$ cat src/rtl/rfp_pkg.sv
// ----------------------------------------------------------------------------
// rfp_pkg - radar frame parser shared types
// Frame status codes, result word layout and frame delimiter constants.
// ----------------------------------------------------------------------------
package rfp_pkg;

  localparam int COUNT_W = 17;
  localparam int LEN_W   = 16;

  localparam logic [COUNT_W-1:0] COUNT_MAX = {COUNT_W{1'b1}};

  // header and trailer delimiters, first byte on the wire first
  localparam logic [7:0] HEAD_BYTES [3] = '{8'hFF, 8'hEE, 8'hDD};
  localparam logic [7:0] TAIL_BYTES [3] = '{8'hDD, 8'hEE, 8'hFF};

  typedef enum logic [1:0] {
    STATUS_OK   = 2'd0,
    BAD_HEADER  = 2'd1,
    BAD_LENGTH  = 2'd2,
    BAD_TRAILER = 2'd3
  } status_t;

  typedef struct packed {
    logic signed [7:0] pos_x;
    logic signed [7:0] pos_y;
    status_t           frame_status;
  } result_t;

endpackage

$ cat src/rtl/rfp_in_if.sv
// ----------------------------------------------------------------------------
// rfp_in_if - received byte channel
// Valid/ready channel carrying one serial byte and its line end flag.
// ----------------------------------------------------------------------------
interface rfp_in_if;
  logic       valid;
  logic       ready;
  logic [7:0] rx_byte;
  logic       line_end;

  modport source (output valid, output rx_byte, output line_end, input ready);
  modport sink   (input valid, input rx_byte, input line_end, output ready);
endinterface

$ cat src/rtl/rfp_out_if.sv
// ----------------------------------------------------------------------------
// rfp_out_if - frame result channel
// Valid/ready channel carrying the held position and frame status.
// ----------------------------------------------------------------------------
interface rfp_out_if;
  logic              valid;
  logic              ready;
  logic signed [7:0] pos_x;
  logic signed [7:0] pos_y;
  logic [1:0]        frame_status;

  modport source (output valid, output pos_x, output pos_y, output frame_status,
                  input ready);
  modport sink   (input valid, input pos_x, input pos_y, input frame_status,
                  output ready);
endinterface

$ cat src/rtl/rfp_core.sv
// ----------------------------------------------------------------------------
// rfp_core - frame checker and position holder
// Updates the per-line counters and checks on every taken byte and forms the
// result word on the byte that ends the line.
// ----------------------------------------------------------------------------
module rfp_core import rfp_pkg::*; (
  input  logic       clk,
  input  logic       rst,
  input  logic       take,
  input  logic [7:0] rx_byte,
  input  logic       line_end,
  output logic       fire,
  output result_t    res
);

  logic [COUNT_W-1:0] byte_count, byte_count_next;
  logic               header_ok, header_ok_next;
  logic               trailer_ok, trailer_ok_next;
  logic [LEN_W-1:0]   declared_length, declared_length_next;
  logic [7:0]         pending_x, pending_x_next;
  logic [7:0]         staged_x, staged_x_next;
  logic [7:0]         staged_y, staged_y_next;
  logic               staged_valid, staged_valid_next;
  logic [7:0]         held_x, held_x_next;
  logic [7:0]         held_y, held_y_next;

  logic [COUNT_W-1:0] len_ext, len_ext_next;
  logic [COUNT_W-1:0] tail_off;
  logic               in_payload, in_trailer;
  status_t            status;

  assign len_ext    = {1'b0, declared_length};
  assign in_payload = (declared_length != '0) && (byte_count <= len_ext + COUNT_W'(4));
  assign in_trailer = (byte_count >= len_ext + COUNT_W'(6)) &&
                      (byte_count <= len_ext + COUNT_W'(8));
  assign tail_off   = byte_count - (len_ext + COUNT_W'(6));
  assign len_ext_next = {1'b0, declared_length_next};

  always_comb begin
    byte_count_next      = byte_count;
    header_ok_next       = header_ok;
    trailer_ok_next      = trailer_ok;
    declared_length_next = declared_length;
    pending_x_next       = pending_x;
    staged_x_next        = staged_x;
    staged_y_next        = staged_y;
    staged_valid_next    = staged_valid;
    held_x_next          = held_x;
    held_y_next          = held_y;
    status               = STATUS_OK;

    if (take) begin
      if (byte_count < COUNT_W'(3)) begin
        if (rx_byte != HEAD_BYTES[byte_count[1:0]]) header_ok_next = 1'b0;
      end else if (byte_count == COUNT_W'(3)) begin
        declared_length_next = {rx_byte, 8'h00};
      end else if (byte_count == COUNT_W'(4)) begin
        declared_length_next = {declared_length[15:8], rx_byte};
      end else if (byte_count >= COUNT_W'(6)) begin
        if (in_payload) begin
          // payload starts on an even count, so bit 0 picks x or y
          if (!byte_count[0]) begin
            pending_x_next = rx_byte;
          end else begin
            staged_x_next     = pending_x;
            staged_y_next     = rx_byte;
            staged_valid_next = 1'b1;
          end
        end else if (in_trailer) begin
          if (rx_byte != TAIL_BYTES[tail_off[1:0]]) trailer_ok_next = 1'b0;
        end
      end

      if (byte_count != COUNT_MAX) byte_count_next = byte_count + COUNT_W'(1);

      if (line_end) begin
        if (!header_ok_next || byte_count_next < COUNT_W'(3)) begin
          status = BAD_HEADER;
        end else if (byte_count_next < COUNT_W'(5) || declared_length_next == '0 ||
                     byte_count_next != len_ext_next + COUNT_W'(9)) begin
          status = BAD_LENGTH;
        end else if (!trailer_ok_next) begin
          status = BAD_TRAILER;
        end else begin
          status = STATUS_OK;
          if (staged_valid_next) begin
            held_x_next = staged_x_next;
            held_y_next = staged_y_next;
          end
        end

        // fresh line
        byte_count_next      = '0;
        header_ok_next       = 1'b1;
        trailer_ok_next      = 1'b1;
        declared_length_next = '0;
        pending_x_next       = '0;
        staged_x_next        = '0;
        staged_y_next        = '0;
        staged_valid_next    = 1'b0;
      end
    end
  end

  assign fire             = take && line_end;
  assign res.pos_x        = held_x_next;
  assign res.pos_y        = held_y_next;
  assign res.frame_status = status;

  always_ff @(posedge clk) begin
    if (rst) begin
      byte_count      <= '0;
      header_ok       <= 1'b1;
      trailer_ok      <= 1'b1;
      declared_length <= '0;
      pending_x       <= '0;
      staged_x        <= '0;
      staged_y        <= '0;
      staged_valid    <= 1'b0;
      held_x          <= '0;
      held_y          <= '0;
    end else begin
      byte_count      <= byte_count_next;
      header_ok       <= header_ok_next;
      trailer_ok      <= trailer_ok_next;
      declared_length <= declared_length_next;
      pending_x       <= pending_x_next;
      staged_x        <= staged_x_next;
      staged_y        <= staged_y_next;
      staged_valid    <= staged_valid_next;
      held_x          <= held_x_next;
      held_y          <= held_y_next;
    end
  end

endmodule

$ cat src/rtl/rfp_obuf.sv
// ----------------------------------------------------------------------------
// rfp_obuf - result output buffer
// Output register with one skid entry so bytes keep flowing while a result
// waits downstream.
// ----------------------------------------------------------------------------
module rfp_obuf import rfp_pkg::*; (
  input  logic             clk,
  input  logic             rst,
  input  logic             push,
  input  result_t          data,
  output logic             has_room,
  rfp_out_if.source        res
);

  logic    out_valid, skid_valid;
  result_t out_data, skid_data;
  logic    out_free;

  assign out_free = !out_valid || res.ready;
  assign has_room = !skid_valid;

  always_ff @(posedge clk) begin
    if (rst) begin
      out_valid  <= 1'b0;
      skid_valid <= 1'b0;
    end else if (!out_free) begin
      if (push) skid_valid <= 1'b1;
    end else if (skid_valid) begin
      out_valid  <= 1'b1;
      skid_valid <= 1'b0;
    end else begin
      out_valid <= push;
    end
  end

  // payload, no reset
  always_ff @(posedge clk) begin
    if (!out_free) begin
      if (push) skid_data <= data;
    end else if (skid_valid) begin
      out_data <= skid_data;
    end else if (push) begin
      out_data <= data;
    end
  end

  assign res.valid        = out_valid;
  assign res.pos_x        = out_data.pos_x;
  assign res.pos_y        = out_data.pos_y;
  assign res.frame_status = out_data.frame_status;

endmodule

$ cat src/rtl/radar_frame_parser_top.sv
// ----------------------------------------------------------------------------
// radar_frame_parser_top - serial radar frame parser
// Checks each received line as one framed packet and reports the held
// position with a frame status at every line end.
// ----------------------------------------------------------------------------
// The block takes one received byte per clock cycle while the skid entry of
// the output buffer is free, with no gaps between frames or lines; the rate
// is set by the update of the 17-bit byte counter and the delimiter and length
// compares in rfp_core. A frame is FF EE DD, a big-endian 16-bit length L,
// one skipped byte, L-1 payload bytes of signed x,y pairs, one unchecked byte
// and DD EE FF. The byte flagged as line end yields one result word, registered
// in the output buffer: status 0 ok, 1 bad header, 2 bad length, 3 bad trailer,
// plus the held position, which an ok frame loads from its last complete pair.
// A two-entry output buffer lets input bytes keep arriving while a result
// waits; input ready drops only when both entries are full.
module radar_frame_parser_top import rfp_pkg::*; (
  input  logic      clk,
  input  logic      rst,
  rfp_in_if.sink    rx,
  rfp_out_if.source res
);

  logic    rx_take;
  logic    buf_room;
  logic    res_fire;
  result_t res_word;

  // byte taken whenever the skid entry is free
  assign rx.ready = buf_room;
  assign rx_take  = rx.valid && buf_room;

  rfp_core u_core (
    .clk      (clk),
    .rst      (rst),
    .take     (rx_take),
    .rx_byte  (rx.rx_byte),
    .line_end (rx.line_end),
    .fire     (res_fire),
    .res      (res_word)
  );

  // result word registered on the way out
  rfp_obuf u_obuf (
    .clk      (clk),
    .rst      (rst),
    .push     (res_fire),
    .data     (res_word),
    .has_room (buf_room),
    .res      (res)
  );

endmodule

$ cat src/flat_wrapper.sv
// flat-port wrapper written by rule: the top's interface ports become plain ports
module radar_frame_parser_top_flat import rfp_pkg::*;
  (clk, rst, rx_valid, rx_rx_byte, rx_line_end, rx_ready, res_valid, res_pos_x, res_pos_y, res_frame_status, res_ready);
  rfp_in_if rx_i ();
  rfp_out_if res_i ();
  input  logic clk;
  input  logic rst;
  input wire logic [$bits(rx_i.valid)-1:0] rx_valid;
  input wire logic [$bits(rx_i.rx_byte)-1:0] rx_rx_byte;
  input wire logic [$bits(rx_i.line_end)-1:0] rx_line_end;
  output wire logic [$bits(rx_i.ready)-1:0] rx_ready;
  output wire logic [$bits(res_i.valid)-1:0] res_valid;
  output wire logic [$bits(res_i.pos_x)-1:0] res_pos_x;
  output wire logic [$bits(res_i.pos_y)-1:0] res_pos_y;
  output wire logic [$bits(res_i.frame_status)-1:0] res_frame_status;
  input wire logic [$bits(res_i.ready)-1:0] res_ready;
  assign rx_i.valid = rx_valid;
  assign rx_i.rx_byte = rx_rx_byte;
  assign rx_i.line_end = rx_line_end;
  assign rx_ready = rx_i.ready;
  assign res_valid = res_i.valid;
  assign res_pos_x = res_i.pos_x;
  assign res_pos_y = res_i.pos_y;
  assign res_frame_status = res_i.frame_status;
  assign res_i.ready = res_ready;
  radar_frame_parser_top u_core (.clk(clk), .rst(rst), .rx(rx_i), .res(res_i));
endmodule
$ cat config.mk
export PLATFORM = sky130hd
export DESIGN_NAME = radar_frame_parser_top_flat
export DESIGN_NICKNAME = d
export VERILOG_FILES = /design/src/rtl/rfp_pkg.sv /design/src/rtl/rfp_in_if.sv /design/src/rtl/rfp_out_if.sv /design/src/rtl/rfp_core.sv /design/src/rtl/rfp_obuf.sv /design/src/rtl/radar_frame_parser_top.sv /design/src/flat_wrapper.sv
export SDC_FILE = /design/constraint.sdc
export NUM_CORES = 1
export LEC_CHECK = 0
export BUFFER_PORTS_ARGS = -buffer_cell sky130_fd_sc_hd__buf_2
export CORE_AREA = 2 2 160 162
export CTS_CLUSTER_SIZE = 16
export DETAILED_ROUTE_END_ITERATION = 7
export DIE_AREA = 0 0 162 164
export PLACE_DENSITY = 0.47
export SYNTH_ARGS = -nofsm -noshare
export SYNTH_HDL_FRONTEND = slang
export SYNTH_SLANG_ARGS = --single-unit
$ cat constraint.sdc
create_clock -name clk -period 7.45 [get_ports clk]
set_input_delay 0.3725 -clock clk [delete_from_list [all_inputs] [get_ports clk]]
set_output_delay 0.3725 -clock clk [all_outputs]
set_load 0.1 [all_outputs]
==> flow_summary.toml <==
[outcome]
run_status = "complete, no violations"

[global_route]
grt_antenna_before_repair = 0
grt_first_pass_wirelength_mm = 43.9
global_route.overflow_total = 0
grt_max_degree = 78
grt_use_total_pct = 21.5
grt_pass1_vias = 7287

[worst_setup_path]
worstSetupPathType = "reg2reg"
crit_start = "u_core.u_core.byte_count[0]$_SDFFE_PP0P_"
critical_path.startpoint_type = "flip-flop"
critical-path-top-delay-family = "simple AND/OR/NAND/NOR gates"
critPathRequiredTime_ns = 7.60
critical_path_arrival_ns = 5.79
timing.critical_path.cells = "inv_1, ha_1, nand2_1, nand2_1, a311oi_1, or2_2, ha_1, nand3_2, a21oi_1, xnor2_1, nor4_1, nand4_1, or4_1, buf_4, o41ai_1, a31oi_1"
cp_slowest_stage_delay_ns = 0.58
crit_fanout = 33
critical_path_buffer_and_inverter_count = 2
timing.critical_path.to_type = "flip-flop"
worst-r2r-setup-slack_ns = 1.82
critical-path-slowest-cell = "dfxtp_1"
rr_startpoint = "u_core.u_core.byte_count[0]$_SDFFE_PP0P_"

[die]
fp.coreArea_um2 = 24800
start_util_pct = 34.6
fp.dieW_um = 162
floorplan.die.height_um = 164
num_rows = 58
io_pins = 33
dieArea_um2 = 26600

[cts]
cts_hold_repair_buffers = 0
post_cts_resize_count = 0
cts_tree = "done"
clkSlewWorstSetupHoldPaths_ns = 0.07
clockBufferDepth = 2
ctsRootBufferMaster = "clkbuf_16"
cts.sink_count = 114
post-cts-setup-buffer-count = 0
cts_made_buffers = 17
number_of_levels_the_h_tree_was_split_into = 4
clock_latency_on_the_worst_skew_pair_ns = 0.43

[synth]
synth-edff-count = 36
synthFlopType = "dfxtp_1"
synth_nets = 1099
ys.warnings.count = 0
mappedNetlistArea_um2 = 8580
post_synth_inst_count = 1027
asyncSetResetFlopFracSynth_pct = 0
synth.avg_cell_area_um2 = 8.35
yosys_register_bits = 114
post_synth_num_cell_types = 84
yosysSeqAreaShare_pct = 30.8

[detailed_routing]
routed_wire_length_per_instance_um = 20.7
detail_route.first_pass.iterations = 7
viasPerCell = 5.75
drt_first_iter_violations = 659
routed_via_count = 7824
antenna_violating_nets_post_route = 0
postRouteWirelength_mm = 28.1
post-route-drc-count = 0

[sta]
finalHoldViolations = 0
finalWorstPathRequiredPeriod_ns = 5.63
actual_transition_at_the_worst_max_transition_pin_ns = 1.06
grt_setup_unrepaired = "false"
hold_slack_ns = 0.283
finalSetupViolations = 0
clock_skew_ns = 0.0150
final_max_slew_viol_count = 0
fin_crit_sh_pct = 75.6
finalSetupTns_ns = 0
slew_headroom_pct = 29.0
fmax_mhz = 178

[place]
placement.io_buffers = 32
gp_congestion = 0.887
dpl_cell_area_um2 = 8940
post_dp_hpwl_mm = 19.8

[layout]
diodes = 0
utilization_pct = 38.5
share_of_post_route_cells_with_drive_strength_above_1_pct = 11.9
layout.nets = 1089
layout.filler_cells = 2635
flow.area_growth_from_synthesis_pct = 11.5
post-route-cell-area_um2 = 9560

[worst_hold_path]
critical_hold_path_startpoint = "res_ready"
timing.hold.worst.class = "in2reg"

[pwr]
worst_ir_drop_vdd_mv = 0.115
power.density_nw_per_um2 = 170
post-layout-total-power_mw = 1.62
static-leakage-power_nw = 3.51

[run]
timing.max_cap.violations = 0
## flip-flops by register name (all words and copies together) (netlist names)
name and flops:
u_core.u_obuf.res.pos_x 8, u_core.u_core.trailer_ok 1, u_core.u_core.staged_y 8, u_core.u_core.held_x 8
u_core.u_core.staged_valid 1, u_core.u_core.pending_x 8, u_core.u_obuf.skid_data 18, u_core.u_obuf.res.pos_y 8
u_core.u_obuf.res.valid 1, u_core.u_obuf.skid_valid 1, u_core.u_core.header_ok 1, u_core.u_core.declared_length 16
u_core.u_core.staged_x 8, u_core.u_core.byte_count 17, u_core.u_obuf.res.frame_status 2, u_core.u_core.held_y 8
## report_power, final
part	internal (mW)	leakage (nW)	switching, mW
clock	0.536	0.302	0.334
sequential	0.645	0.968	0.00326
combinational	0.0181	2.24	0.0864
## per-stage QoR
step / std cells / setup slack (ns)
global route: 1360 / 1.38
detailed placement: 1328 / 1.94
finish: 1360 / 1.82
CTS: 1360 / 1.94
floorplan: 1027 / 2.49
global placement: 1328 / 1.91
## area by class of cell
cell class / count / area (um^2) / area share, %
multi-input cells: 810 / 5500 / 57.5
clock inverters: 15 / 193 / 2.02
flip-flops and latches: 114 / 2640 / 27.6
repair buffers: 51 / 303 / 3.17
well taps: 330 / 413 / 4.32
inverters: 23 / 86.3 / 0.903
clock buffers: 17 / 425 / 4.45
## cell usage in the layout (no fill, tap or decap), types with 23 or more instances in the layout
cell and instances:
nor3_1 29, o21ai_0 27, a22oi_1 25, a21oi_1 67, a31oi_1 26, nor2_1 124
buf_2 32, edfxtp_1 36, dfxtp_1 78, nand4_1 23, xnor2_1 50, nand3_1 31
nand2_1 86, ha_1 59
## synth_stat cells, drive strengths merged, types with 25 or more instances
cell type	count	area [um^2]
dfxtp	78	1560
a21oi	67	335
buf	27	164
nor3	30	155
clkbuf	53	200
a22oi	25	188
nor2	125	472
edfxtp	36	1080
ha	59	738
nand2	86	323
a31oi	26	163
xnor2	50	438
nand3	32	165
o21ai	29	145
## final timing paths
check,cells after the start,endpoint
worst max-delay path,16,u_core.u_obuf.res.pos_y[7]$_DFFE_PP_
worst min-delay path,3,u_core.u_obuf.skid_valid$_SDFFE_PP0P_
worst max register to register,16,u_core.u_obuf.res.pos_y[7]$_DFFE_PP_
worst min register to register,2,u_core.u_core.header_ok$_SDFFE_PP1P_
## routing by layer
metal  up-vias  share of wire, %  GRT usage [%]
met5         -                 0              0
met4         0               1.1           4.91
met3        22               5.6           3.11
met2       260                43           32.5
met1      3742                50           32.2
li1       3800                 -              -
## worst reg2reg max path, cell delays in order (launching register included)
cell and delay (ns):
dfxtp_1 0.58, inv_1 0.48, ha_1 0.46, nand2_1 0.23
nand2_1 0.17, a311oi_1 0.35, or2_2 0.19, ha_1 0.21
nand3_2 0.15, a21oi_1 0.53, xnor2_1 0.15, nor4_1 0.28
nand4_1 0.16, or4_1 0.52, buf_4 0.28, o41ai_1 0.47
a31oi_1 0.15
## kinds of logic after synthesis
family	share of synthesized area (%)
buf+inv	5.25
mux	0.875
compound gates	23.1
xor+xnor	7.25
simple gates	24.1
flops	30.8
fa+ha+maj	8.61
Power figures use the tool's default switching activity.
